$ cat src/hdl/gve_pkg.sv
package gve_pkg;

  // Kind of value carried by an input request
  typedef enum logic [1:0] {
    OP_UNSIGNED = 2'd0,
    OP_SIGNED   = 2'd1,
    OP_DOUBLE   = 2'd2
  } op_e;

  // Masks for the byte-reversal network
  localparam logic [63:0] SWAP8_MASK  = 64'h00ff00ff00ff00ff;
  localparam logic [63:0] SWAP16_MASK = 64'h0000ffff0000ffff;

  // Largest word sent as a single byte
  localparam logic [63:0] SMALL_MAX   = 64'h7f;

  // Count byte is this base minus the number of data bytes
  localparam logic [8:0]  CNT_BASE    = 9'd256;

  // Queue geometry
  localparam int unsigned QDEPTH = 2;
  localparam int unsigned QPTR_W = 1;

  typedef struct packed {
    logic [1:0]  operation;
    logic [63:0] value;
  } in_t;

  typedef struct packed {
    logic [7:0] out_byte;
    logic       last;
  } out_t;

  // Classified job handed from front to back
  typedef struct packed {
    logic [63:0] word;
    logic [3:0]  nbytes;
    logic        is_single;
  } job_t;

  // Queue status seen by the back end
  typedef struct packed {
    logic empty;
    logic full;
  } qstat_t;

endpackage

$ cat src/hdl/gve_front.sv
module gve_front (
  input  gve_pkg::in_t  in_i,
  output gve_pkg::job_t job_o
);

  logic [63:0] sw8;
  logic [63:0] sw16;
  logic [63:0] reversed;
  logic [63:0] mapped;
  logic [63:0] word;
  logic [3:0]  nbytes;

  // Byte-reverse a double bit pattern
  assign sw8      = ((in_i.value >> 8) & gve_pkg::SWAP8_MASK)
                  | ((in_i.value & gve_pkg::SWAP8_MASK) << 8);
  assign sw16     = ((sw8 >> 16) & gve_pkg::SWAP16_MASK)
                  | ((sw8 & gve_pkg::SWAP16_MASK) << 16);
  assign reversed = {sw16[31:0], sw16[63:32]};

  // Fold a signed value so that the sign lands in bit 0
  assign mapped = in_i.value[63] ? {~in_i.value[62:0], 1'b1}
                                 : {in_i.value[62:0], 1'b0};

  // Select the word by kind; the unused kind reads as unsigned
  always_comb begin
    case (in_i.operation)
      gve_pkg::OP_SIGNED: word = mapped;
      gve_pkg::OP_DOUBLE: word = reversed;
      default:            word = in_i.value;
    endcase
  end

  // Count significant bytes
  always_comb begin
    nbytes = 4'd0;
    for (int k = 0; k < 8; k++) begin
      if (word[8*k +: 8] != 8'd0) begin
        nbytes = 4'(k + 1);
      end
    end
  end

  assign job_o.word      = word;
  assign job_o.nbytes    = nbytes;
  assign job_o.is_single = (word <= gve_pkg::SMALL_MAX);

endmodule

$ cat src/hdl/gve_queue.sv
module gve_queue (
  input  logic             clk_i,
  input  logic             rst_ni,
  input  logic             push_i,
  input  gve_pkg::job_t    job_i,
  input  logic             pop_i,
  output gve_pkg::job_t    job_o,
  output gve_pkg::qstat_t  stat_o
);

  gve_pkg::job_t                  mem_q [gve_pkg::QDEPTH];
  logic [gve_pkg::QPTR_W-1:0]     wr_ptr_q, wr_ptr_d;
  logic [gve_pkg::QPTR_W-1:0]     rd_ptr_q, rd_ptr_d;
  logic [gve_pkg::QPTR_W:0]       count_q, count_d;

  assign stat_o.empty = (count_q == '0);
  assign stat_o.full  = (count_q == (gve_pkg::QPTR_W + 1)'(gve_pkg::QDEPTH));
  assign job_o        = mem_q[rd_ptr_q];

  // Advance pointers and fill count
  always_comb begin
    wr_ptr_d = wr_ptr_q;
    rd_ptr_d = rd_ptr_q;
    count_d  = count_q;
    if (push_i) begin
      wr_ptr_d = wr_ptr_q + 1'b1;
    end
    if (pop_i) begin
      rd_ptr_d = rd_ptr_q + 1'b1;
    end
    if (push_i && !pop_i) begin
      count_d = count_q + 1'b1;
    end else if (!push_i && pop_i) begin
      count_d = count_q - 1'b1;
    end
  end

  always_ff @(posedge clk_i or negedge rst_ni) begin
    if (!rst_ni) begin
      wr_ptr_q <= '0;
      rd_ptr_q <= '0;
      count_q  <= '0;
    end else begin
      wr_ptr_q <= wr_ptr_d;
      rd_ptr_q <= rd_ptr_d;
      count_q  <= count_d;
    end
  end

  // Store the incoming job
  always_ff @(posedge clk_i) begin
    if (push_i) begin
      mem_q[wr_ptr_q] <= job_i;
    end
  end

endmodule

$ cat src/hdl/gve_back.sv
module gve_back (
  input  logic             clk_i,
  input  logic             rst_ni,
  input  gve_pkg::job_t    job_i,
  input  gve_pkg::qstat_t  stat_i,
  output logic             pop_o,
  output logic             out_valid_o,
  input  logic             out_ready_i,
  output gve_pkg::out_t    out_o
);

  logic          busy_q, busy_d;
  logic [63:0]   word_q, word_d;
  logic [2:0]    idx_q, idx_d;
  logic          oval_q, oval_d;
  gve_pkg::out_t out_q, out_d;
  logic          load;

  // Output register may take a new byte when empty or being drained
  assign load  = !oval_q || out_ready_i;
  assign pop_o = load && !busy_q && !stat_i.empty;

  // Serialise: a small word as one byte, else count byte first, then data bytes most significant first
  always_comb begin
    busy_d = busy_q;
    word_d = word_q;
    idx_d  = idx_q;
    oval_d = oval_q;
    out_d  = out_q;
    if (load) begin
      oval_d = 1'b0;
      if (busy_q) begin
        oval_d         = 1'b1;
        out_d.out_byte = word_q[8*idx_q +: 8];
        out_d.last     = (idx_q == 3'd0);
        if (idx_q == 3'd0) begin
          busy_d = 1'b0;
        end else begin
          idx_d = idx_q - 3'd1;
        end
      end else if (!stat_i.empty) begin
        oval_d = 1'b1;
        if (job_i.is_single) begin
          out_d.out_byte = job_i.word[7:0];
          out_d.last     = 1'b1;
        end else begin
          out_d.out_byte = 8'(gve_pkg::CNT_BASE - 9'(job_i.nbytes));
          out_d.last     = 1'b0;
          busy_d         = 1'b1;
          word_d         = job_i.word;
          idx_d          = 3'(job_i.nbytes - 4'd1);
        end
      end
    end
  end

  always_ff @(posedge clk_i or negedge rst_ni) begin
    if (!rst_ni) begin
      busy_q <= 1'b0;
      oval_q <= 1'b0;
    end else begin
      busy_q <= busy_d;
      oval_q <= oval_d;
    end
  end

  // Hold payload
  always_ff @(posedge clk_i) begin
    word_q <= word_d;
    idx_q  <= idx_d;
    out_q  <= out_d;
  end

  assign out_valid_o = oval_q;
  assign out_o       = out_q;

endmodule

$ cat src/hdl/gob_style_varint_encoder.sv
// Gob-style varint encoder. Each request carries a 64-bit value and its kind
// (unsigned, signed, double bit pattern); the block maps it to an unsigned word
// and emits it as a byte stream: a single byte for words up to 0x7f, otherwise
// a count byte (256 minus the data length) followed by 1 to 8 data bytes, most
// significant first, with last set on the final byte. A value therefore takes
// 1 to 9 bytes of the output link, one byte per cycle while the receiver is ready;
// the back end serialiser sets that rate. Requests are classified combinationally
// on entry and held in a two-entry queue, so a new request is taken in any cycle
// the queue has room; the back end pops the head once its serialiser is free.
module gob_style_varint_encoder (
  input  logic          clk_i,
  input  logic          rst_ni,
  input  logic          in_valid_i,
  output logic          in_ready_o,
  input  gve_pkg::in_t  in_i,
  output logic          out_valid_o,
  input  logic          out_ready_i,
  output gve_pkg::out_t out_o
);

  gve_pkg::job_t   front_job;
  gve_pkg::job_t   head_job;
  gve_pkg::qstat_t qstat;
  logic            push;
  logic            pop;

  assign in_ready_o = !qstat.full;
  assign push       = in_valid_i && !qstat.full;

  gve_front u_front (
    .in_i  (in_i),
    .job_o (front_job)
  );

  gve_queue u_queue (
    .clk_i  (clk_i),
    .rst_ni (rst_ni),
    .push_i (push),
    .job_i  (front_job),
    .pop_i  (pop),
    .job_o  (head_job),
    .stat_o (qstat)
  );

  gve_back u_back (
    .clk_i       (clk_i),
    .rst_ni      (rst_ni),
    .job_i       (head_job),
    .stat_i      (qstat),
    .pop_o       (pop),
    .out_valid_o (out_valid_o),
    .out_ready_i (out_ready_i),
    .out_o       (out_o)
  );

endmodule

$ cat config.mk
export PLATFORM = sky130hd
export DESIGN_NAME = gob_style_varint_encoder
export DESIGN_NICKNAME = d
export VERILOG_FILES = /design/src/hdl/gve_pkg.sv /design/src/hdl/gve_front.sv /design/src/hdl/gve_queue.sv /design/src/hdl/gve_back.sv /design/src/hdl/gob_style_varint_encoder.sv
export SDC_FILE = /design/constraint.sdc
export NUM_CORES = 1
export LEC_CHECK = 0
export BUFFER_PORTS_ARGS = -buffer_cell sky130_fd_sc_hd__buf_2
export CORE_ASPECT_RATIO = 1.75
export CORE_UTILIZATION = 67
export CTS_BUF_LIST = sky130_fd_sc_hd__clkbuf_8
export DETAILED_ROUTE_END_ITERATION = 8
export PLACE_DENSITY = 0.88
export SLEW_MARGIN = 10
export SYNTH_ARGS = -nofsm -noshare
export SYNTH_HDL_FRONTEND = slang
export SYNTH_SLANG_ARGS = --single-unit
$ cat constraint.sdc
create_clock -name clk_i -period 7.1 [get_ports clk_i]
set_input_delay 1.065 -clock clk_i [delete_from_list [all_inputs] [get_ports clk_i]]
set_output_delay 1.065 -clock clk_i [all_outputs]
set_load 0.1 [all_outputs]
# After elaboration in Yosys (flattened, before gate mapping)

Memory sizes are Yosys's and may differ from the RTL's.
Cells that the tools add are included.

Reductions and logical operators: 26
Equality and inequality tests: 6
Add/sub/neg operators: 7
Bitwise logic cells: 6
Order comparisons: 1
Mux-type cells: 27
Shifts and indexed selects: 1

Operators with widths:

| operator                                              | count |
|---|---|
| case mux 64 bit (2 select lines)                      | 1 |
| <= comparator 64 x 7 -> 1 bit (second input constant) | 1 |
| two-way mux 64 bit                                    | 1 |
| OR 48 x 64 -> 64 bit                                  | 1 |
| OR 56 x 64 -> 64 bit                                  | 1 |
| nonzero test 8 bit                                    | 8 |
| variable part select 64 x 7 -> 8 bit                  | 1 |
| NOT 63 bit                                            | 1 |
| two-way mux 4 bit                                     | 7 |
| two-way mux 9 bit                                     | 3 |
| two-way mux 3 bit                                     | 4 |
| two-way mux 1 bit                                     | 9 |
| AND reduction 4 bit                                   | 2 |
| logical NOT 1 bit                                     | 6 |
| subtractor 3 x 1 -> 3 bit (second input constant)     | 2 |
| logical AND 1 bit                                     | 5 |
| subtractor 1 x 4 -> 5 bit (first input constant)      | 1 |
| == test 2 bit (second input constant)                 | 2 |
| two-way mux 2 bit                                     | 2 |
| != test 2 bit (second input constant)                 | 2 |
| logical NOT 3 bit                                     | 1 |
| NOT 1 bit                                             | 3 |
| adder 1 bit (second input constant)                   | 2 |
| adder 2 x 1 -> 2 bit (second input constant)          | 1 |
| 7 further kinds                                       | 7 |

Logic and storage cells: 84
Output and inout bits: 11
Memories: 1
Bits of input ports: 70
Register bits after elaboration: 82
Bits in writable memories: 138

Memories:

| name          | words | width | read ports | clocked after memory_dff | wr ports | line            | RTL |
|---|---|---|---|---|---|---|---|
| u_queue.mem_q | 2     | 69    | 1          | 0                        | 1        | gve_queue.sv:11 | `gve_pkg::job_t mem_q [gve_pkg::QDEPTH];` |

# Logic depth before layout (Yosys ltp)

Depth after elaboration: 12
Depth in mapped cells: 11
Depth with buffers taken out: 9

# Hierarchy

Synthesis repeated with hierarchy kept, for this count alone.

Cell total of the unflattened synthesis: 743
Area total of the unflattened synthesis: 11,036.8 µm²

Modules (own cells, without submodules):

| module                   | area each (µm²) | cells an instance | seq. area each (µm²) | instances |
|---|---|---|---|---|
| gve_queue                | 5,517.8         | 231               | 4,244.1              | 1 |
| gve_back                 | 3,198.1         | 160               | 2,332.2              | 1 |
| gve_front                | 2,311.0         | 350               | 0.0                  | 1 |
| gob_style_varint_encoder | 10.0            | 2                 | 0.0                  | 1 |

# Least setup slack after synthesis

OpenSTA, ideal clock, no wires.

Path type: reg2reg
From: register u_queue.count_q[0] (netlist bit)
To: memory u_queue.mem_q[0][0] (netlist bit) (enable)
Data required time: 6.603 ns
Period minus slack after synthesis: 4.895 ns
Buffers on the path: 0
Path slack: 2.205 ns
Cell stages (with the launch flop): 4
Arrival time: 4.398 ns
Setup time: 0.497 ns
Cell sequence: dfrtp_1 -> nand2b_1 -> nand2_1 -> nor2_1

Word-level cells in the longest chain between the ends: 5

RTL lines:

| element                                 | line                           | RTL |
|---|---|---|
| start, declared                         | gve_queue.sv:14                | `logic [gve_pkg::QPTR_W:0] count_q, count_d;` |
| start signal, assigned                  | gve_queue.sv:46                | `count_q <= count_d;` |
| == test 2 bit                           | gve_queue.sv:17                | `assign stat_o.full = (count_q == (gve_pkg::QPTR_W + 1)'(gve_pkg::QDEPTH));` |
| logical NOT 1 bit                       | --                             |  |
| named net in_ready_o                    | gob_style_varint_encoder.sv:14 | `output logic in_ready_o,` |
| logical AND 1 bit                       | gob_style_varint_encoder.sv:28 | `assign push = in_valid_i && !qstat.full;` |
| two-way mux 1 bit                       | gve_queue.sv:52                | `if (push_i) begin` |
| two-way mux 1 bit (implied by the code) | gve_queue.sv:53                | `mem_q[wr_ptr_q] <= job_i;` |
| end, declared                           | gve_queue.sv:11                |  |

The timed path passes the listed nets, and every way through them passes these cells.

==> results.json <==
{
  "status": "finished clean",
  "hold_class": "primary input to asynchronous set/reset pin",
  "synth_top_family_by_area": "multiplexers",
  "setup_viol": 0,
  "fin_setup_tns_ns": 0,
  "drt_first_pass_iters": 5,
  "rsz0062_at_grt": "false",
  "coreArea_um2": 15400,
  "nets": 880,
  "worstPathRequired_ns": 7.39,
  "slew_headroom_pct": 36.1,
  "grt_overflow_total": 0,
  "start_kind": "primary input",
  "ys_seq_area_share_pct": 62.5,
  "ys.flop_type": "edfxtp_1",
  "synth.mux.area_fraction_pct": 12.0,
  "hold_violations": 0,
  "dp_hpwl_um": 17300,
  "multiInputGateArea_um2": 3500,
  "drt-total-wl_um": 24400,
  "wl_per_cell_um": 24.2,
  "synth_simple_gate_area_share_pct": 4.27,
  "vias": 6650,
  "hold_slack_ns": 0.333,
  "drtIter0Drc": 543,
  "antenna_found_initial": 0,
  "yosysWarnings": 0,
  "post_cts_buffers": 0,
  "n_fill_cell": 918,
  "syn2layout_area_growth_pct": 9.03,
  "synth_nets": 812,
  "fin_skew_ns": 0.0179,
  "synth_fa_ha_area_share_pct": 0.595,
  "drive_gt1_share_pct": 27.7,
  "crit_type": "primary input to flip-flop",
  "gp_congestion": 0.946,
  "synthArstFlopShare_pct": 2.73,
  "die_area_um2": 16200,
  "holdBufCountCts": 0,
  "cts-root-buf": "clkbuf_8",
  "numClockSinks": 220,
  "io_pins": 81,
  "crit_fanout": 34,
  "tightest_slew_ns": 0.958,
  "ant_nets": 0,
  "vias_per_cell": 6.60,
  "max_freq_mhz": 269,
  "power.static_leakage_nw": 4.14,
  "netlist_area_um2": 10500,
  "syn_avg_cell_area_um2": 14.3,
  "grt_pass1_wl_um": 37400,
  "power_density_nw_per_um2": 379,
  "die_w_um": 96.7,
  "h-tree-depth": 1,
  "ctsResizeCount": 0,
  "initial_core_util_pct": 68.3,
  "drv_cap": 0,
  "grt_pass1_vias": 6498,
  "grtUsageTotal_pct": 30.7,
  "clock_path_buffers": 3,
  "clk_latency_ns": 0.54,
  "vdd_drop_max_mv": 0.333,
  "ys_ff_latch": 220,
  "maxSlewViolCount": 0,
  "numPortBuffers": 80,
  "antennaDiodeCount": 0,
  "synth_enable_flop_cells": 214,
  "synth_compound_area_share_pct": 10.4,
  "yosysUniqueCellTypes": 50,
  "die_h_um": 168,
  "endpoint_kind": "flip-flop",
  "syn_inst": 737,
  "cts_made_buffers": 27,
  "arrival_ns": 4.00,
  "synth_xor_xnor_area_share_pct": 5.75,
  "final.min_clock_period_ns": 3.72,
  "drc": 0,
  "seq_area_um2": 6580,
  "rows": 60,
  "cts_tree": "built",
  "path_clk_slew_ns": 0.07,
  "fin_crit_sh_pct": 52.4,
  "grt_max_degree": 71
}
where the power goes:
| part | switching [mW] | internal, mW |
|---|---|---|
| clock | 0.414 | 0.389 |
| combinational | 0.926 | 0.533 |
| sequential | 0.156 | 1.92 |
critical path: stages:
cell	delay [ns]
buf_2	0.64
buf_4	0.57
xor2_1	0.13
a221oi_1	0.27
a21oi_1	0.15
nor4_1	0.48
a31o_2	0.22
a31oi_1	0.09
o311a_1	0.36
synth_stat cells (8+ instances only):
cell type / n / area, um2
nand3b_1: 8 / 60.1
mux2_2: 70 / 788
o22ai_1: 9 / 56.3
a221oi_1: 38 / 333
o211ai_1: 8 / 60.1
nor2_1: 16 / 60.1
edfxtp_1: 214 / 6430
mux4_2: 16 / 360
o21ai_0: 11 / 55.1
clkbuf_1: 20 / 75.1
a221oi_2: 9 / 135
buf_2: 12 / 60.1
xnor2_1: 13 / 114
buf_1: 9 / 33.8
inv_1: 57 / 214
nand2_1: 23 / 86.3
a21oi_1: 62 / 310
xor2_1: 56 / 490
mux2i_1: 11 / 110
cells in the final DEF, fill, tap and decap left out, types with 3 or more instances in the layout:
cell / n
o22ai_1: 9
nor4_1: 6
a21oi_1: 62
mux4_2: 16
o211ai_1: 8
mux2_2: 70
xor2_1: 56
a221oi_2: 9
nand2_1: 23
buf_4: 8
nor3_1: 6
clkbuf_8: 27
clkinv_1: 6
nand2b_1: 4
nor4_2: 3
a221oi_1: 38
nor2_1: 14
edfxtp_1: 214
o21ai_0: 11
a22oi_1: 7
inv_1: 66
nand4_1: 5
xnor2_1: 13
mux2i_1: 11
nand3b_1: 8
o32ai_1: 3
dfrtp_1: 5
ha_1: 3
buf_2: 80
area by class of cell:
cell class / instances / share of cell area [%]
Clock buffer: 27 / 3.24
Multi-Input combinational cell: 410 / 30.6
Timing Repair Buffer: 88 / 4.01
Inverter: 58 / 1.90
Clock inverter: 19 / 0.906
Sequential cell: 220 / 57.4
Tap cell: 186 / 2.03
stage by stage:
stage	util [%]	area (um2)	std cells	setup slack, ns	power (mW)
2_1_floorplan	-	10500	737	2.21	3.17
3_3_place_gp	71.4	11000	962	2.97	3.49
3_5_place_dp	71.4	11000	962	2.87	3.55
4_1_cts	74.5	11500	1008	3.45	4.36
5_1_grt	74.5	11500	1008	3.21	4.52
6_report	74.5	11500	1008	3.38	4.34
layer usage:
metal / track usage, % / routed length (um) / part of all wire, % / up-vias
li1: - / - / - / 2961
met1: 37.1 / 8670 / 36 / 3250
met2: 54.5 / 13100 / 54 / 379
met3: 4.09 / 1550 / 6.4 / 60
met4: 13.9 / 1120 / 4.6 / 0
met5: 0 / 0 / 0 / -
sequential cells by signal (all words and copies together) (netlist names):
register	count
u_queue.wr_ptr_q	1
u_back.out_o	9
u_back.busy_q	1
u_back.out_valid_o	1
u_queue.count_q	2
u_back.idx_q	3
u_queue.mem_q	138
u_queue.rd_ptr_q	1
u_back.word_q	64
worst paths after layout:
kind | from | to | slack, ns | cells after the start
hold reg to reg | u_queue.count_q[1] | u_queue.count_q[1] | 0.54 | 1
min in group clk_i | u_queue.count_q[1] | u_queue.count_q[1] | 0.54 | 1
max in group asynchronous | rst_ni | u_queue.rd_ptr_q | 6.61 | 1
setup / recovery | in_i[63] | u_queue.mem_q[1][1] | 3.38 | 9
hold / removal | rst_ni | u_back.busy_q | 0.33 | 1
setup reg to reg | u_queue.rd_ptr_q | u_back.idx_q[1] | 4.07 | 5
kinds of logic (layout without fill, tap and decap cells):
family,Yosys count,after routing
flip-flops,220,220
AO/OA/AOI/OAI,156,156
buffers and inverters,107,192
multiplexers,97,97
AND/OR/NAND/NOR,83,83
XOR/XNOR,69,69
adder cells (fa/ha/maj),5,5
Power figures use the tool's default switching activity.
